<file path="config.mk">
export PLATFORM = sky130hd
export DESIGN_NAME = gnmd_ctrl
export DESIGN_NICKNAME = d
export VERILOG_FILES = /design/src/rtl/gnmd_pkg.sv /design/src/rtl/gnmd_ctrl.sv
export SDC_FILE = /design/constraint.sdc
export NUM_CORES = 1
export LEC_CHECK = 0
export BUFFER_PORTS_ARGS = -buffer_cell sky130_fd_sc_hd__buf_4
export CAP_MARGIN = 15
export CORE_AREA = 4 4 41 43
export CTS_CLUSTER_SIZE = 12
export DETAILED_ROUTE_END_ITERATION = 8
export DIE_AREA = 0 0 45 47
export GPL_TIMING_DRIVEN = 1
export PLACE_DENSITY = 0.43
export SYNTH_ARGS = -nofsm -noshare
export SYNTH_HDL_FRONTEND = slang
export SYNTH_SLANG_ARGS = --single-unit
</file>
<file path="constraint.sdc">
create_clock -name clk -period 1.9 [get_ports clk]
set_clock_uncertainty 0.1 [all_clocks]
set_input_delay 0.38 -clock clk [delete_from_list [all_inputs] [get_ports clk]]
set_output_delay 0.38 -clock clk [all_outputs]
set_load 0.02 [all_outputs]
</file>
<file path="src/rtl/gnmd_pkg.sv">
// ----------------------------------------------------------------------------
// gnmd_pkg
// Types and codes shared by the distance map controller, datapath and checker.
// ----------------------------------------------------------------------------
package gnmd_pkg;

  // Item mode codes.
  localparam logic [1:0] MODE_CLEAR = 2'd0;
  localparam logic [1:0] MODE_MARK  = 2'd1;
  localparam logic [1:0] MODE_READ  = 2'd2;

  // Configuration register indexes.
  localparam int unsigned CFG_IDX_W = 2;
  localparam logic [CFG_IDX_W-1:0] REG_BOARD_WIDTH  = 2'd0;
  localparam logic [CFG_IDX_W-1:0] REG_BOARD_HEIGHT = 2'd1;

  localparam int unsigned CFG_DATA_W = 7;

  typedef struct packed {
    logic [1:0] mode;
    logic [5:0] col;
    logic [5:0] row;
  } in_item_t;

  typedef struct packed {
    logic [7:0] distance;
    logic       is_mark;
  } out_item_t;

  typedef enum logic [2:0] {
    ST_CLEAR,
    ST_IDLE,
    ST_MARK,
    ST_MARK_TAIL,
    ST_RD_WAIT,
    ST_RD_RESP
  } state_t;

  // Commands from the controller to the datapath.
  typedef struct packed {
    logic fill_load;
    logic clr_step;
    logic mark_start;
    logic mark_step;
    logic rd_issue;
    logic out_load;
  } cmd_t;

  // Status from the datapath to the controller.
  typedef struct packed {
    logic in_board;
    logic clr_last;
    logic mark_last;
    logic out_free;
  } status_t;

endpackage

</file>
<file path="src/rtl/gnmd_ctrl.sv">
// ----------------------------------------------------------------------------
// gnmd_ctrl
// Sequencer for clear sweeps, mark sweeps and cell reads.
// ----------------------------------------------------------------------------
module gnmd_ctrl (
  input  logic              clk,
  input  logic              rst_n,
  input  logic              in_valid,
  input  logic [1:0]        in_mode,
  output logic              in_stall,
  input  gnmd_pkg::status_t st,
  output gnmd_pkg::cmd_t    cmd
);
  import gnmd_pkg::*;

  state_t state_r;
  state_t state_nxt;

  always_ff @(posedge clk) begin
    if (!rst_n) begin
      state_r <= ST_CLEAR;
    end else begin
      state_r <= state_nxt;
    end
  end

  always_comb begin
    state_nxt = state_r;
    case (state_r)
      ST_CLEAR: begin
        if (st.clr_last) state_nxt = ST_IDLE;
      end
      ST_IDLE: begin
        if (in_valid) begin
          case (in_mode)
            MODE_CLEAR: state_nxt = ST_CLEAR;
            MODE_MARK:  state_nxt = st.in_board ? ST_MARK : ST_IDLE;
            MODE_READ:  state_nxt = ST_RD_WAIT;
            default:    state_nxt = ST_IDLE;
          endcase
        end
      end
      ST_MARK: begin
        if (st.mark_last) state_nxt = ST_MARK_TAIL;
      end
      ST_MARK_TAIL: state_nxt = ST_IDLE;
      ST_RD_WAIT:   state_nxt = ST_RD_RESP;
      ST_RD_RESP: begin
        if (st.out_free) state_nxt = ST_IDLE;
      end
      default: state_nxt = ST_IDLE;
    endcase
  end

  always_comb begin
    cmd      = '0;
    in_stall = 1'b1;
    case (state_r)
      ST_CLEAR: cmd.clr_step = 1'b1;
      ST_IDLE: begin
        in_stall = 1'b0;
        if (in_valid) begin
          case (in_mode)
            MODE_CLEAR: cmd.fill_load  = 1'b1;
            MODE_MARK:  cmd.mark_start = st.in_board;
            MODE_READ:  cmd.rd_issue   = 1'b1;
            default:    cmd            = '0;
          endcase
        end
      end
      ST_MARK:    cmd.mark_step = 1'b1;
      ST_RD_RESP: cmd.out_load  = st.out_free;
      default:    cmd           = '0;
    endcase
  end

endmodule

</file>
* Yosys cells after proc, flatten, opt, wreduce, memory -nomap -nowiden
Cells that the tools add are included.
Word-level totals: register bits after elaboration 3, input bits 9, output and inout port bits 7
Operators by class: equal/unequal tests 10, muxes and demuxes 18, reductions and logical operators 3
Operators with widths (number):
- $pmux 3 s5 | 1
- $mux 3 | 4
- $pmux 3 s3 | 1
- $ne 2x2->1 const B | 4
- $mux 1 | 7
- $eq 3x3->1 const B | 2
- $mux 6 | 1
- $pmux 1 s2 | 3
- $reduce_and 4->1 | 1
- $eq 3x1->1 const B | 1
- $eq 3x2->1 const B | 1
- $logic_not 3->1 | 1
- $eq 2x1->1 const B | 1
- $eq 2x2->1 const B | 1
- $logic_not 2->1 | 1
- $mux 2 | 1

* Longest topological paths before layout
word-level depth 4, depth in mapped cells 3, depth with buffers taken out 3

* Least setup slack after synthesis
No wires, ideal clock.
path kind flip-flop to output port, start point register state_r[0], end point output port cmd[5] (netlist name), arrival 1.085 ns, required time 1.420 ns, setup slack 0.335 ns, stages on the path, launching flop included 3, buffers on the path 0, path through dfxtp_1 nand4bb_4 nor3_1
RTL lines:
- from (decl) | line gnmd_ctrl.sv:16 | state_t state_r;
- from (signal assigned) | line gnmd_ctrl.sv:23 | state_r <= state_nxt;
- to (decl) | line gnmd_ctrl.sv:12 | output gnmd_pkg::cmd_t cmd

==> results.py <==
metrics = {
    "run_status": {
        "status": "finished, final reports clean",
    },
    "synthesis": {
        "synth_cell_types": 17,
        "synthCells": 24,
        "ys_seq_area_frac": 0.267,
        "yosysWarnings": 0,
        "syn_avg_cell_area_um2": 9.38,
        "synth_nets": 33,
        "syn_area_um2": 225,
        "synth-seq-cells": 3,
    },
    "critical_path": {
        "worstPathArrival_ps": 1280,
        "max_stage_delay_ps": 490,
        "rr_endpoint": "state_r[0]",
        "rr_worst_depth": 3,
        "crit_chain": "nand4bb_4 -> nor3b_4 -> buf_4",
        "r2r-start": "state_r[1]",
        "path_max_fanout": 8,
        "path_class": "reg -> out",
        "required_ps": 1420,
        "crit_path_start_kind": "flip-flop",
        "worstSetupEndpointType": "output pin",
        "crit_path_top_delay_cell": "dfxtp_1",
        "rrSetupSlack_ps": 640,
    },
    "grt": {
        "antenna_found_initial": 0,
        "grt_max_degree": 9,
        "grt_pass1_vias": 259,
        "grt-ovfl-total": 0,
        "grt_pass1_wl_um": 966,
        "grt_usage": 0.0656,
    },
    "drt": {
        "viasPerCell": 4.24,
        "routedWlPerCell_um": 10.6,
        "drc_errors": 0,
        "drt_wl_total_um": 616,
        "drtIter0Drc": 0,
        "firstDrtPassIters": 1,
        "vias": 246,
        "ant_nets": 0,
    },
    "die": {
        "dieWidth_um": 45,
        "dieArea_mm2": 0.00212,
        "num_rows": 13,
        "core-area_mm2": 0.00130,
        "initial_core_util": 0.173,
        "ios": 16,
        "die_h_um": 47,
    },
    "clock_tree": {
        "clk_path_buf_depth": 2,
        "clk_transition_reported_paths_ps": 40,
        "clk_latency_ps": 230,
        "cts_setup_buffers": 0,
        "htreeDepth": 1,
        "cts.sink_count": 3,
        "cts_buffers": 3,
        "cts_resized": 0,
        "cts_tree": "yes",
        "postCtsHoldBufs": 0,
        "cts_root_buffer": "clkbuf_4",
    },
    "timing": {
        "finalCriticalPeriod_ps": 1760,
        "setup_violations": 0,
        "timing.final.crit_share": 0.929,
        "tightest_slew_ps": 438,
        "final_max_slew_viol_count": 0,
        "fmaxAchievable_mhz": 567,
        "slew_headroom": 0.700,
        "finalSetupTns_ps": 0,
        "rsz0062_at_grt": "no",
        "final_hold_viol_count": 0,
    },
    "pwr": {
        "switching_share": 0.262,
        "power_switching_uw": 61.9,
        "leakagePower_uw": 0.000162,
        "power.share.clock": 0.467,
        "ir_worst_vdd_mv": 0.260,
        "power_density_mw_per_mm2": 618,
        "internal-power_uw": 175,
        "pwr-share-seq": 0.307,
        "total_power_uw": 237,
        "p_comb_frac": 0.226,
    },
    "worst_hold_path": {
        "hold_path.startpoint": "rst_n",
        "hold_depth": 2,
        "holdPathEnd": "state_r[2]",
        "hp-class": "in -> reg",
    },
    "layout": {
        "largest_reg_flops": 3,
        "diodes": 0,
        "drive_above_1_share": 0.465,
        "top_register": "state_r",
        "area_delta_synth_final_pct": 70.0,
        "final_net_count": 53,
        "reg_top3": "state_r x3",
    },
    "run": {
        "drv_cap": 0,
    },
    "placed_design": {
        "globalplace.congestion": 0.720,
        "port_buffers": 15,
    },
}
## cells in the final DEF, fill, tap and decap left out
| master | instances |
|---|---|
| a2111oi_0 | 1 |
| a21oi_1 | 1 |
| and3_1 | 1 |
| and3b_1 | 1 |
| buf_4 | 15 |
| clkbuf_1 | 1 |
| clkbuf_4 | 3 |
| dfxtp_1 | 3 |
| inv_1 | 1 |
| nand2_1 | 1 |
| nand2b_1 | 1 |
| nand3b_1 | 3 |
| nand4bb_4 | 1 |
| nor2_1 | 1 |
| nor2b_1 | 1 |
| nor3_1 | 3 |
| nor3b_1 | 2 |
| nor3b_4 | 1 |
| o21a_1 | 1 |
| o22ai_1 | 1 |
## cells by family after synthesis
logic type      count (synthesis)  synth area share
simple gates                   16             0.594
compound gates                  4             0.122
flops                           3             0.267
buf+inv                         1            0.0167
## worst max-delay path, delay by kind of cell, from the launching register on
family	cells	cell delay (ps)
buf+inv	1	170
flops	1	490
simple gates	2	390
## through the flow
step	util	area [um^2]	setup WS [ps]	std cells	hold slack [ps]
after floorplan	-	225	335	24	397
after global placement	0.274	357	410	54	498
after detailed placement	0.274	357	381	54	501
after CTS	0.294	383	121	58	260
after global routing	0.294	383	84.6	58	273
final	0.294	383	136	58	271
## final cells by class
| cell class | count | area, um^2 |
|---|---|---|
| Tap cell | 15 | 18.8 |
| Clock buffer | 4 | 26.3 |
| Sequential cell | 3 | 60.1 |
| Multi-Input combinational cell | 20 | 161 |
| Inverter | 1 | 3.75 |
| Timing Repair Buffer | 15 | 113 |
| Fill cell | 153 | 918 |
## synthesized netlist by cell type
cell | count | area, um^2
inv_1 | 1 | 3.75
a2111oi_0 | 1 | 8.76
nor3b_1 | 2 | 15.0
nand2b_1 | 1 | 6.26
nor2b_1 | 1 | 6.26
o22ai_1 | 1 | 6.26
and3b_1 | 1 | 8.76
nor3_1 | 3 | 15.0
a21oi_1 | 1 | 5.00
nand4bb_4 | 1 | 27.5
nand3b_1 | 3 | 22.5
nand2_1 | 1 | 3.75
dfxtp_1 | 3 | 60.1
nor3b_4 | 1 | 18.8
and3_1 | 1 | 6.26
o21a_1 | 1 | 7.51
nor2_1 | 1 | 3.75
## power by group through the flow
stage | logic, uW | registers [uW] | clock network, uW
final | 53.4 | 72.6 | 110
after global routing | 57.7 | 73.2 | 119
after CTS | 54.5 | 72.4 | 120
after detailed placement | 54.3 | 73.4 | 0
after global placement | 53.9 | 73.4 | 0
after floorplan | 26.1 | 72.2 | 0
## how the worst max path moves through the flow
stage                     startpoint      to  slack (ps)  cells past startpoint
after floorplan           state_r[0]  cmd[5]         330                      2
after global placement    state_r[0]  cmd[1]         410                      3
after detailed placement  state_r[0]  cmd[1]         380                      3
after CTS                 state_r[0]  cmd[1]         120                      3
after global routing      state_r[0]  cmd[1]          80                      3
final                     state_r[0]  cmd[1]         140                      3
## routing by layer
metal / wire, um / track usage
met5: 0 / 0
met4: 0 / 0.0702
met3: 25 / 0.0153
met2: 394 / 0.130
met1: 197 / 0.0478
No activity file was read; power rests on OpenSTA's default activity.
